===== src/rtl/sha_pkg.sv =====
package sha_pkg;

    typedef struct packed {
        logic       kind;
        logic [7:0] data_byte;
    } t_in_item;

    typedef struct packed {
        logic [63:0] digest_part0;
        logic [63:0] digest_part1;
        logic [63:0] digest_part2;
        logic [63:0] digest_part3;
        logic        length_overflow;
    } t_out_item;

    localparam logic KIND_APPEND = 1'b0;
    localparam logic KIND_FINISH = 1'b1;

    // block handed from front to back
    typedef struct packed {
        logic [511:0] block;
        logic         last;
        logic         ovf;
    } t_blk;

    typedef logic [31:0] t_word;

    localparam logic [255:0] H_INIT = {
        32'h6a09e667, 32'hbb67ae85, 32'h3c6ef372, 32'ha54ff53a,
        32'h510e527f, 32'h9b05688c, 32'h1f83d9ab, 32'h5be0cd19};

    function automatic logic [31:0] round_k(input logic [5:0] i);
        logic [31:0] k;
        case (i)
            6'd0: k = 32'h428a2f98;  6'd1: k = 32'h71374491;
            6'd2: k = 32'hb5c0fbcf;  6'd3: k = 32'he9b5dba5;
            6'd4: k = 32'h3956c25b;  6'd5: k = 32'h59f111f1;
            6'd6: k = 32'h923f82a4;  6'd7: k = 32'hab1c5ed5;
            6'd8: k = 32'hd807aa98;  6'd9: k = 32'h12835b01;
            6'd10: k = 32'h243185be; 6'd11: k = 32'h550c7dc3;
            6'd12: k = 32'h72be5d74; 6'd13: k = 32'h80deb1fe;
            6'd14: k = 32'h9bdc06a7; 6'd15: k = 32'hc19bf174;
            6'd16: k = 32'he49b69c1; 6'd17: k = 32'hefbe4786;
            6'd18: k = 32'h0fc19dc6; 6'd19: k = 32'h240ca1cc;
            6'd20: k = 32'h2de92c6f; 6'd21: k = 32'h4a7484aa;
            6'd22: k = 32'h5cb0a9dc; 6'd23: k = 32'h76f988da;
            6'd24: k = 32'h983e5152; 6'd25: k = 32'ha831c66d;
            6'd26: k = 32'hb00327c8; 6'd27: k = 32'hbf597fc7;
            6'd28: k = 32'hc6e00bf3; 6'd29: k = 32'hd5a79147;
            6'd30: k = 32'h06ca6351; 6'd31: k = 32'h14292967;
            6'd32: k = 32'h27b70a85; 6'd33: k = 32'h2e1b2138;
            6'd34: k = 32'h4d2c6dfc; 6'd35: k = 32'h53380d13;
            6'd36: k = 32'h650a7354; 6'd37: k = 32'h766a0abb;
            6'd38: k = 32'h81c2c92e; 6'd39: k = 32'h92722c85;
            6'd40: k = 32'ha2bfe8a1; 6'd41: k = 32'ha81a664b;
            6'd42: k = 32'hc24b8b70; 6'd43: k = 32'hc76c51a3;
            6'd44: k = 32'hd192e819; 6'd45: k = 32'hd6990624;
            6'd46: k = 32'hf40e3585; 6'd47: k = 32'h106aa070;
            6'd48: k = 32'h19a4c116; 6'd49: k = 32'h1e376c08;
            6'd50: k = 32'h2748774c; 6'd51: k = 32'h34b0bcb5;
            6'd52: k = 32'h391c0cb3; 6'd53: k = 32'h4ed8aa4a;
            6'd54: k = 32'h5b9cca4f; 6'd55: k = 32'h682e6ff3;
            6'd56: k = 32'h748f82ee; 6'd57: k = 32'h78a5636f;
            6'd58: k = 32'h84c87814; 6'd59: k = 32'h8cc70208;
            6'd60: k = 32'h90befffa; 6'd61: k = 32'ha4506ceb;
            6'd62: k = 32'hbef9a3f7; default: k = 32'hc67178f2;
        endcase
        return k;
    endfunction

    function automatic t_word rotr(input t_word v, input int n);
        return (v >> n) | (v << (32 - n));
    endfunction

endpackage


===== src/rtl/sha_front.sv =====
module sha_front (
    input  logic             i_clk,
    input  logic             i_rst_n,
    input  logic             i_push,
    input  sha_pkg::t_in_item i_item,
    output logic             o_full,
    output logic             o_blk_valid,
    output sha_pkg::t_blk    o_blk,
    input  logic             i_blk_ready
);
    typedef enum logic [1:0] {S_FILL, S_PAD2, S_HOLD} t_state;

    t_state        r_state;
    logic [511:0]  r_buf;
    logic [5:0]    r_fill;
    logic [63:0]   r_bits;
    logic          r_ovf;
    logic          r_bvalid;
    sha_pkg::t_blk r_blk;

    logic          accept;
    logic [511:0]  padded;
    logic [511:0]  with80;
    logic [6:0]    fill_p1;

    // accept only in S_FILL, with the out register free or being drained
    assign o_full      = (r_state != S_FILL) || (r_bvalid && !i_blk_ready);
    assign accept      = i_push && !o_full;
    assign o_blk_valid = r_bvalid;
    assign o_blk       = r_blk;
    assign fill_p1     = {1'b0, r_fill} + 7'd1;

    always_comb begin
        with80 = r_buf;
        for (int i = 0; i < 64; i++) begin
            if (i[5:0] == r_fill) with80[511-8*i -: 8] = 8'h80;
            else if (i[5:0] > r_fill) with80[511-8*i -: 8] = 8'h00;
        end
        padded = with80;
        padded[63:0] = r_bits;
    end

    always_ff @(posedge i_clk) begin
        if (!i_rst_n) begin
            r_state  <= S_FILL;
            r_fill   <= '0;
            r_bits   <= '0;
            r_ovf    <= 1'b0;
            r_bvalid <= 1'b0;
        end else begin
            if (r_bvalid && i_blk_ready) r_bvalid <= 1'b0;
            case (r_state)
                S_FILL: begin
                    if (accept && i_item.kind == sha_pkg::KIND_APPEND) begin
                        if (r_bits > 64'hFFFF_FFFF_FFFF_FFF7) begin
                            r_ovf <= 1'b1;
                        end else begin
                            r_bits <= r_bits + 64'd8;
                            r_buf[511-8*r_fill -: 8] <= i_item.data_byte;
                            r_fill <= r_fill + 6'd1;
                            if (r_fill == 6'd63) begin
                                r_blk.block <= {r_buf[511:8], i_item.data_byte};
                                r_blk.last  <= 1'b0;
                                r_blk.ovf   <= 1'b0;
                                r_bvalid    <= 1'b1;
                            end
                        end
                    end else if (accept) begin
                        r_bvalid <= 1'b1;
                        if (fill_p1 > 7'd56) begin
                            r_blk.block <= with80;
                            r_blk.last  <= 1'b0;
                            r_blk.ovf   <= 1'b0;
                            r_buf       <= '0;
                            r_state     <= S_PAD2;
                        end else begin
                            r_blk.block <= padded;
                            r_blk.last  <= 1'b1;
                            r_blk.ovf   <= r_ovf;
                            r_fill <= '0;
                            r_bits <= '0;
                            r_ovf  <= 1'b0;
                        end
                    end
                end
                S_PAD2: begin
                    if (!r_bvalid || i_blk_ready) begin
                        r_bvalid    <= 1'b1;
                        r_blk.block <= {448'b0, r_bits};
                        r_blk.last  <= 1'b1;
                        r_blk.ovf   <= r_ovf;
                        r_fill  <= '0;
                        r_bits  <= '0;
                        r_ovf   <= 1'b0;
                        r_state <= S_FILL;
                    end
                end
                default: r_state <= S_FILL;
            endcase
        end
    end
endmodule


===== config.mk =====
export PLATFORM = sky130hd
export DESIGN_NAME = sha_front
export DESIGN_NICKNAME = d
export VERILOG_FILES = /design/src/rtl/sha_pkg.sv /design/src/rtl/sha_front.sv
export SDC_FILE = /design/constraint.sdc
export NUM_CORES = 2
export LEC_CHECK = 0
export BUFFER_PORTS_ARGS = -buffer_cell sky130_fd_sc_hd__buf_2
export CAP_MARGIN = 20
export CELL_PAD_IN_SITES_DETAIL_PLACEMENT = 1
export CELL_PAD_IN_SITES_GLOBAL_PLACEMENT = 1
export CORE_MARGIN = 4
export CORE_UTILIZATION = 43
export DETAILED_ROUTE_END_ITERATION = 10
export PLACE_DENSITY = 0.87
export SYNTH_ARGS = -nofsm -noshare
export SYNTH_HDL_FRONTEND = slang
export SYNTH_SLANG_ARGS = --single-unit

===== constraint.sdc =====
create_clock -name i_clk -period 35.4 [get_ports i_clk]
set_clock_uncertainty 0.2 [all_clocks]
set_input_delay 0 -clock i_clk [delete_from_list [all_inputs] [get_ports i_clk]]
set_output_delay 0 -clock i_clk [all_outputs]
set_load 0.01 [all_outputs]

==> results.cfg <==
[floorplanning]
initial_utilization = 0.433
rows = 122
die_x_um = 342
dieArea_mm2 = 0.117
core_mm2 = 0.111
fp.dieH_um = 342
num_io_pins = 529

[route]
drc = 0
via_per_inst = 6.08
ant_nets = 0
vias = 38200
firstDrtPassIters = 5
wl_mm = 184
drtIter0Drc = 5161
wl_per_cell_um = 29.3

[yosys]
ys_warn_count = 0
yosys.area.top_type_share = 0.638
synth_ff_type = edfxtp_1
synth_top_cell_by_area = edfxtp_1
synth_area_mm2 = 0.0479
ys_seq_area_frac = 0.668
synthArstFlopShare = 0
avgSynthCellArea_um2 = 11.3
synth-edff-count = 1018
synthCells = 4228
syn-num-nets = 4249
synth_area_leaders = edfxtp_1, nand2_1, a21oi_1
ys_ff_latch = 1088
ys_types = 73

[sta]
fmax_mhz = 164
setup_violations = 0
slew_headroom = 0.0612
min_period_over_period = 0.172
tightest_slew_ps = 1410
finalHoldViolations = 0
drv_slew = 0
fin_tns_setup_ps = 0
rsz0062_at_grt = no
period_needed_ps = 6080

[pwr]
leakage_nw = 20.4
ir_drop_mv = 0.0513
power.total_mw = 2.87
cellPowerDensity_mw_per_mm2 = 51.3

[global_routing]
grtUsageMet1 = 0.375
antenna_found_initial = 12
use_met2 = 0.487
grt_max_degree = 214
grt_pass1_vias = 38700
grt_usage = 0.304
grtUsageMet3 = 0.0774
grt_most_used_layer = met2
grt_pass1_wl_mm = 263
overflow = 0

[cells_and_area]
final_nets = 4711
drive_gt1_frac = 0.168
syn_to_final_growth_pct = 16.9

[cts]
htreeDepth = 3
clk_path_buf_depth = 3
clock-root-buffer = clkbuf_16
cts_tree = done
numClockSinks = 1088
cts-buffers-inserted = 114
post_cts.repair.setup_buffers = 0
clkTransAtPathRegs_ps = 70
clock_latency_ps = 740

[critical_path]
endpoint_kind = flop
cp_data_required_time_ps = 35520
cpLargestDelayFamily = buffers and inverters
r2r-end = o_blk[468]
worstSetupPathType = flop to flop
r2r_setup_slack_ps = 29320
cp_slowest_cell = clkinv_1
critPathLaunchType = flop
crit_path_max_incr_delay_ps = 910
path_common_cell = buf_4
r2r_start = r_state[0]
critical_path_buf_inv_count = 4
cp_data_arrival_time_ps = 6210
path_depth = 7
reg2reg_depth = 7
crit_chain = clkinv_1, a21oi_1, nand2_1, a21oi_4, buf_4, buf_4, buf_4
crit_path_max_fanout = 76

[placed_design]
port_buffers = 528
place.gp.congestion = 0.909
post-dp-hpwl_mm = 122

[flow_run]
maxCapViolCount = 0

[min_path]
hold_path_depth = 4
hold_class = primary input to flop
min-delay-start = i_rst_n
min_to = r_fill[4]

[run_status]
outcome = finished clean
-- tightest hold or removal path, delay by kind of cell --
family / cells / cell delay (ps)
buf+inv: 2 / 760
compound gates: 2 / 200
-- timing repair --
item,in CTS,in global routing
gates resized for setup,0,0
hold endpoints to repair,107,0
hold buffers,16,0
-- area by class of cell --
cell class                      instances  area, µm²
Clock inverter                         82        768
Clock buffer                          135       3020
Multi-Input combinational cell       2866      14900
Antenna cell                            5       12.5
Timing Repair Buffer                  604       3370
Fill cell                           11800      54700
Inverter                               16       60.1
Sequential cell                      1088      32000
Tap cell                             1488       1860
-- cell families after synthesis --
group,Yosys count,share of synthesized area
adder cells (fa/ha/maj),8,0.00209
AND/OR/NAND/NOR,1943,0.189
multiplexers,99,0.0207
buffers and inverters,274,0.0223
AO/OA/AOI/OAI,816,0.0982
flip-flops,1088,0.668
-- metal layers --
layer,part of all wire,vias up
li1,-,16100
met1,0.36,19200
met2,0.47,2399
met3,0.11,573
met4,0.069,2
met5,0.000065,-
-- worst max path at each step --
stage,from,to
floorplan,r_fill[5],o_blk[0]
global placement,r_fill[1],r_buf[377]
detailed placement,r_fill[1],r_buf[376]
CTS,r_fill[1],r_buf[500]
global route,r_state[0],o_blk[472]
finish,r_state[0],o_blk[468]
-- synthesized netlist by cell type, drive strengths merged, types with 70 or more instances --
library cell and instances:
edfxtp 1018, nand2 683, nor2 514, a21oi 498, and2 351, clkbuf 206
o21ai 112, nand3 109, and3 101, mux2i 99, nor3 86, dfxtp 70
-- through the flow --
step            util  instance area, µm²  setup slack, ps  std cells  hold WS (ps)
2_1_floorplan      -               47900             7740       4228          27.0
3_3_place_gp   0.469               51900            29720       6039           193
3_5_place_dp   0.469               51900            29540       6040           211
4_1_cts        0.505               55900            29480       6273          33.8
5_1_grt        0.506               56000            29100       6280          88.7
6_report       0.506               56000            29320       6284           103
-- power by group --
part / total (mW) / internal (mW) / switching [mW]
sequential: 1.47 / 1.45 / 0.0236
clock: 1.24 / 0.697 / 0.539
combinational: 0.161 / 0.0426 / 0.119
total: 2.87 / 2.19 / 0.681
-- placed cells by master, fill, tap and decap left out, drive strengths merged, types with 17 or more instances in the layout --
cell	count
and2	351
nor2b	17
mux2i	99
nand4	26
nor3	86
inv	20
and3	101
a22oi	19
clkinv	60
nand2	683
dfxtp	70
clkbuf	136
o21ai	112
a22o	38
nand3	109
edfxtp	1018
buf	587
a21oi	498
a31oi	30
nor2	514
o21a	18
-- sequential cells by signal, indices dropped and copies added, names as in the netlist --
register     cells
o_blk          514
r_ovf            1
r_bits          61
r_fill           6
o_blk_valid      1
r_buf          504
r_state          1
Power figures use the tool's default switching activity.
