File: config.mk
export PLATFORM = sky130hd
export DESIGN_NAME = sha_core
export DESIGN_NICKNAME = d
export VERILOG_FILES = /design/src/rtl/sha_pkg.sv /design/src/rtl/sha_core.sv
export SDC_FILE = /design/constraint.sdc
export NUM_CORES = 2
export LEC_CHECK = 0
export BUFFER_PORTS_ARGS = -buffer_cell sky130_fd_sc_hd__clkbuf_2
export CORE_MARGIN = 5
export CORE_UTILIZATION = 55
export CTS_BUF_LIST = sky130_fd_sc_hd__clkbuf_4
export DETAILED_ROUTE_END_ITERATION = 10
export PLACE_DENSITY = 0.75
export SETUP_SLACK_MARGIN = 0.4
export SLEW_MARGIN = 5
export SYNTH_ARGS = -nofsm -noshare
export SYNTH_HDL_FRONTEND = slang
export SYNTH_SLANG_ARGS = --single-unit
File: constraint.sdc
create_clock -name i_clk -period 174.1 [get_ports i_clk]
set_input_delay 17.41 -clock i_clk [delete_from_list [all_inputs] [get_ports i_clk]]
set_output_delay 17.41 -clock i_clk [all_outputs]
set_load 0.05 [all_outputs]
File: src/rtl/sha_pkg.sv
package sha_pkg;

    typedef struct packed {
        logic       kind;
        logic [7:0] data_byte;
    } t_in_item;

    typedef struct packed {
        logic [63:0] digest_part0;
        logic [63:0] digest_part1;
        logic [63:0] digest_part2;
        logic [63:0] digest_part3;
        logic        length_overflow;
    } t_out_item;

    localparam logic KIND_APPEND = 1'b0;
    localparam logic KIND_FINISH = 1'b1;

    // block handed from front to back
    typedef struct packed {
        logic [511:0] block;
        logic         last;
        logic         ovf;
    } t_blk;

    typedef logic [31:0] t_word;

    localparam logic [255:0] H_INIT = {
        32'h6a09e667, 32'hbb67ae85, 32'h3c6ef372, 32'ha54ff53a,
        32'h510e527f, 32'h9b05688c, 32'h1f83d9ab, 32'h5be0cd19};

    function automatic logic [31:0] round_k(input logic [5:0] i);
        logic [31:0] k;
        case (i)
            6'd0: k = 32'h428a2f98;  6'd1: k = 32'h71374491;
            6'd2: k = 32'hb5c0fbcf;  6'd3: k = 32'he9b5dba5;
            6'd4: k = 32'h3956c25b;  6'd5: k = 32'h59f111f1;
            6'd6: k = 32'h923f82a4;  6'd7: k = 32'hab1c5ed5;
            6'd8: k = 32'hd807aa98;  6'd9: k = 32'h12835b01;
            6'd10: k = 32'h243185be; 6'd11: k = 32'h550c7dc3;
            6'd12: k = 32'h72be5d74; 6'd13: k = 32'h80deb1fe;
            6'd14: k = 32'h9bdc06a7; 6'd15: k = 32'hc19bf174;
            6'd16: k = 32'he49b69c1; 6'd17: k = 32'hefbe4786;
            6'd18: k = 32'h0fc19dc6; 6'd19: k = 32'h240ca1cc;
            6'd20: k = 32'h2de92c6f; 6'd21: k = 32'h4a7484aa;
            6'd22: k = 32'h5cb0a9dc; 6'd23: k = 32'h76f988da;
            6'd24: k = 32'h983e5152; 6'd25: k = 32'ha831c66d;
            6'd26: k = 32'hb00327c8; 6'd27: k = 32'hbf597fc7;
            6'd28: k = 32'hc6e00bf3; 6'd29: k = 32'hd5a79147;
            6'd30: k = 32'h06ca6351; 6'd31: k = 32'h14292967;
            6'd32: k = 32'h27b70a85; 6'd33: k = 32'h2e1b2138;
            6'd34: k = 32'h4d2c6dfc; 6'd35: k = 32'h53380d13;
            6'd36: k = 32'h650a7354; 6'd37: k = 32'h766a0abb;
            6'd38: k = 32'h81c2c92e; 6'd39: k = 32'h92722c85;
            6'd40: k = 32'ha2bfe8a1; 6'd41: k = 32'ha81a664b;
            6'd42: k = 32'hc24b8b70; 6'd43: k = 32'hc76c51a3;
            6'd44: k = 32'hd192e819; 6'd45: k = 32'hd6990624;
            6'd46: k = 32'hf40e3585; 6'd47: k = 32'h106aa070;
            6'd48: k = 32'h19a4c116; 6'd49: k = 32'h1e376c08;
            6'd50: k = 32'h2748774c; 6'd51: k = 32'h34b0bcb5;
            6'd52: k = 32'h391c0cb3; 6'd53: k = 32'h4ed8aa4a;
            6'd54: k = 32'h5b9cca4f; 6'd55: k = 32'h682e6ff3;
            6'd56: k = 32'h748f82ee; 6'd57: k = 32'h78a5636f;
            6'd58: k = 32'h84c87814; 6'd59: k = 32'h8cc70208;
            6'd60: k = 32'h90befffa; 6'd61: k = 32'ha4506ceb;
            6'd62: k = 32'hbef9a3f7; default: k = 32'hc67178f2;
        endcase
        return k;
    endfunction

    function automatic t_word rotr(input t_word v, input int n);
        return (v >> n) | (v << (32 - n));
    endfunction

endpackage

File: src/rtl/sha_core.sv
module sha_core (
    input  logic              i_clk,
    input  logic              i_rst_n,
    input  logic              i_blk_valid,
    input  sha_pkg::t_blk     i_blk,
    output logic              o_blk_ready,
    output logic              o_empty,
    output sha_pkg::t_out_item o_item,
    input  logic              i_pop
);
    typedef enum logic [1:0] {S_IDLE, S_RUN, S_ADD} t_state;

    t_state       r_state;
    logic [511:0] r_w;      // 16-word schedule window, w[t] on top
    logic [255:0] r_h;
    logic [255:0] r_v;
    logic [5:0]   r_rnd;
    logic         r_last;
    logic         r_ovf;
    logic         r_ovalid;
    sha_pkg::t_out_item r_out;

    sha_pkg::t_word a, b, c, d, e, f, g, h, t1, t2, wt, s0, s1, wnew;

    assign o_blk_ready = (r_state == S_IDLE) && !(r_ovalid && !i_pop);
    assign o_empty     = !r_ovalid;
    assign o_item      = r_out;

    always_comb begin
        {a, b, c, d, e, f, g, h} = r_v;
        wt = r_w[511:480];
        t1 = h + (sha_pkg::rotr(e, 6) ^ sha_pkg::rotr(e, 11) ^ sha_pkg::rotr(e, 25))
               + ((e & f) ^ (~e & g)) + sha_pkg::round_k(r_rnd) + wt;
        t2 = (sha_pkg::rotr(a, 2) ^ sha_pkg::rotr(a, 13) ^ sha_pkg::rotr(a, 22))
               + ((a & b) ^ (a & c) ^ (b & c));
        s0 = sha_pkg::rotr(r_w[479:448], 7) ^ sha_pkg::rotr(r_w[479:448], 18)
               ^ (r_w[479:448] >> 3);
        s1 = sha_pkg::rotr(r_w[63:32], 17) ^ sha_pkg::rotr(r_w[63:32], 19)
               ^ (r_w[63:32] >> 10);
        wnew = wt + s0 + r_w[223:192] + s1;
    end

    always_ff @(posedge i_clk) begin
        if (!i_rst_n) begin
            r_state  <= S_IDLE;
            r_h      <= sha_pkg::H_INIT;
            r_ovalid <= 1'b0;
            r_rnd    <= '0;
        end else begin
            if (r_ovalid && i_pop) r_ovalid <= 1'b0;
            case (r_state)
                S_IDLE: begin
                    if (i_blk_valid && o_blk_ready) begin
                        r_w     <= i_blk.block;
                        r_v     <= r_h;
                        r_last  <= i_blk.last;
                        r_ovf   <= i_blk.ovf;
                        r_rnd   <= '0;
                        r_state <= S_RUN;
                    end
                end
                S_RUN: begin
                    r_v   <= {t1 + t2, a, b, c, d + t1, e, f, g};
                    r_w   <= {r_w[479:0], wnew};
                    r_rnd <= r_rnd + 6'd1;
                    if (r_rnd == 6'd63) r_state <= S_ADD;
                end
                S_ADD: begin
                    for (int i = 0; i < 8; i++) begin
                        if (r_last) r_h[255-32*i -: 32] <= sha_pkg::H_INIT[255-32*i -: 32];
                        else r_h[255-32*i -: 32] <= r_h[255-32*i -: 32] + r_v[255-32*i -: 32];
                    end
                    if (r_last) begin
                        for (int i = 0; i < 4; i++) begin
                            r_out[256-64*i -: 32] <= r_h[255-64*i -: 32] + r_v[255-64*i -: 32];
                            r_out[224-64*i -: 32] <= r_h[223-64*i -: 32] + r_v[223-64*i -: 32];
                        end
                        r_out.length_overflow <= r_ovf;
                        r_ovalid <= 1'b1;
                    end
                    r_state <= S_IDLE;
                end
                default: r_state <= S_IDLE;
            endcase
        end
    end
endmodule

==> key figures <==
Critical path
  – Arrival time of data at the critical path endpoint: 17.97 ns
  – Worst Setup Start Kind: primary input
  – Largest driver fanout on the critical path: 2
  – Required time reported for the critical path endpoint: 156.69 ns
  – Crit. End Element: primary output
  – Crit path kind: in2out

Clocking
  – TritonCTS buffer count: 367
  – Root buffer cell: clkbuf_4
  – Post-cts repair resize count: 0
  – Clock net sink count: 1324
  – Clock latency on the worst-skew pair: 1.37 ns
  – Post-cts hold buffer count: 0
  – Largest buffer count on any clock path: 4
  – # Post-CTS Setup Buffers: 0
  – Clock edge transition at the registers on the reported setup and hold paths: 0.06 ns
  – Clock tree from TritonCTS: yes
  – H-tree levels: 5

Place
  – Number of port buffers: 776
  – Final weighted congestion in routability-driven placement: 1.02
  – DP Cell Count: 10.7k
  – Dpl hpwl: 210000 µm

Run
  – Max-capacitance violation count: 0

Yosys
  – Count of flip-flops with a built-in enable after synthesis: 1027
  – Syn Nets: 9468
  – Share of synthesized registers carrying an async set or reset: 0
  – Flip-flop and latch count after synthesis: 1324
  – Most area-hungry cell type in the Yosys netlist: edfxtp_1
  – Gate count of the mapped netlist: 8366
  – Post-synthesis average cell area: 9.43 µm²
  – Count of yosys warnings during synthesis: 0
  – Sequential share of the synthesized area: 0.466
  – Syn Std Cell Area: 78900 µm²
  – Cell types occupying the most area after synthesis: edfxtp_1 (39%), nand2_1 (11%), dfxtp_1 (7.5%)
  – Number of distinct standard cells referenced by the synthesized netlist: 88
  – Area fraction of the dominant cell type after synthesis: 0.391
  – Top flip-flop cell by instance count after synthesis: edfxtp_1

Floorplanning
  – Initial cell density of the core: 0.551
  – Area of the die: 151000 µm²
  – Total core area: 143000 µm²
  – Die height: 389 µm
  – Boundary pin count: 777
  – Die width: 389 µm
  – Row count: 139

Timing
  – Setup repair after global routing missed its margin: false
  – Max_slew headroom: 0.0499
  – Clock period minus final worst setup slack: 35.38 ns
  – Summed negative setup slack over all endpoints: 0 ns
  – Number of endpoints with negative hold slack in the final report: 0
  – Period utilisation layout: 0.203
  – Endpoints failing setup: 0
  – Achievable frequency: 0.0283 GHz
  – Number of pins with negative max-slew slack in the final report: 0
  – Worst slew pin tran: 1.39 ns
  – Setup clock skew after layout: 0.135 ns

Finish
  – Share of the core filled with cells: 0.622
  – Fraction of layout cells with a size suffix above 1: 0.160
  – Fin cells: 11.4k
  – Area added between synthesis and finish: 12.8%
  – Final layout net count: 10.3k

Drt
  – Routed wire per std cell: 24.9 µm
  – Number of violations reported at the end of detailed-routing iteration 0: 8217
  – Final wirelength: 283000 µm
  – 1st-pass router iterations: 6
  – Antenna Nets Post-Route: 0
  – DRC violations left: 0
  – Via count of the routed design: 67.5k
  – Drt via density: 5.93

Hold path
  – Worst hold path class: reg2reg

GRT
  – Number of antenna violations at the first check in global routing: 24
  – First-pass GRT wire length: 406000 µm
  – Via count of the first global-routing pass: 63.7k
  – Largest net degree at the start of global routing: 209
  – Total global routing track utilization: 0.359
  – Overflow left after global routing: 0

Status
  – Result of the run: finished clean
==> stage by stage <==
step / setup slack [ns] / hold slack, ns / instance area, µm²
finish: 138.72 / 0.440 / 89000
global route: 138.64 / 0.447 / 89000
detailed placement: 138.72 / 0.446 / 84300
floorplan: 100.17 / 0.400 / 78900
global placement: 138.69 / 0.406 / 84300
CTS: 138.71 / 0.440 / 88900
==> cells in the final DEF (no fill, tap or decap), types with 28 or more instances in the layout <==
master	Yosys	layout
o21bai_1	45	45
o22ai_1	93	93
xnor2_1	358	358
nand3_1	93	93
a211oi_1	48	48
mux2_2	29	29
ha_1	389	389
o22a_1	50	50
nor2b_1	42	40
a21oi_1	362	362
clkbuf_4	0	536
xor2_1	217	217
o211ai_1	45	45
dfxtp_1	297	297
nor2_1	347	345
nor3_1	94	92
clkinv_2	0	28
o21ai_0	390	388
o31ai_1	46	46
inv_1	525	525
a21o_1	196	196
nand2_1	2349	2346
buf_4	0	65
clkbuf_2	0	775
a22oi_1	70	70
a31oi_1	52	52
fa_1	195	195
and3_1	56	55
o21a_1	72	72
edfxtp_1	1027	1027
nand2b_1	46	44
clkinv_1	3	66
a22o_1	46	46
or3_1	30	29
==> cells in the mapped netlist (all sizes together) (56+ instances only) <==
| library cell | n |
|---|---|
| nand2 | 2349 |
| edfxtp | 1027 |
| inv | 528 |
| o21ai | 395 |
| ha | 389 |
| clkbuf | 373 |
| a21oi | 365 |
| xnor2 | 358 |
| nor2 | 347 |
| dfxtp | 297 |
| xor2 | 217 |
| a21o | 198 |
| fa | 195 |
| nor3 | 94 |
| nand3 | 93 |
| o22ai | 93 |
| o21a | 72 |
| a22oi | 70 |
| and3 | 56 |
==> cell families after synthesis <==
logic type	Yosys count	share of synthesized area
buffers and inverters	943	0.0450
flip-flops	1324	0.466
AND/OR/NAND/NOR	3188	0.165
XOR/XNOR	576	0.0641
AO/OA/AOI/OAI	1701	0.141
adder cells (fa/ha/maj)	586	0.111
multiplexers	48	0.00655
==> worst max-delay path: stages <==
cell,delay [ns]
clkbuf_2,0.09
nor2_1,0.04
nor3_1,0.12
clkbuf_2,0.31
==> routing by layer <==
metal  vias to the layer above  routed length [µm]  global-route usage
li1                      30700                   -                   -
met1                     32200              115000               0.503
met2                      3891              120000               0.519
met3                       647               33000              0.0999
met4                        12               14200               0.162
met5                         -                 312              0.0124
==> state kept, by name, indices dropped and copies added (netlist names), named ones only <==
register,count
o_item,257
r_h,256
r_last,1
r_ovalid,1
r_ovf,1
r_rnd,6
r_state,2
r_v,256
r_w,512
==> layout make-up <==
type	instances	area, µm²
Fill cell	12300	54100
Multi-Input combinational cell	6099	38600
Sequential cell	1324	36800
Timing Repair Buffer	845	4470
Clock buffer	536	4020
Tap cell	1903	2380
Inverter	531	1990
Clock inverter	103	636
Antenna cell	25	62.6
==> path summary, 6_finish.rpt <==
path                            depth (start not counted)             endpoint                from  slack (ns)
worst min-delay path                                    0  o_item[0]$_DFFE_PP_     r_ovf$_DFFE_PP_        0.44
worst max register to register                         31   r_v[255]$_DFFE_PP_  r_v[107]$_DFFE_PP_      165.07
worst max-delay path                                    4          o_blk_ready               i_pop      138.72
worst min register to register                          0  o_item[0]$_DFFE_PP_     r_ovf$_DFFE_PP_        0.44
Power is left out: the tool's default activity adds up to more than one toggle a clock period on the data nets, which glitch-free logic cannot reach.
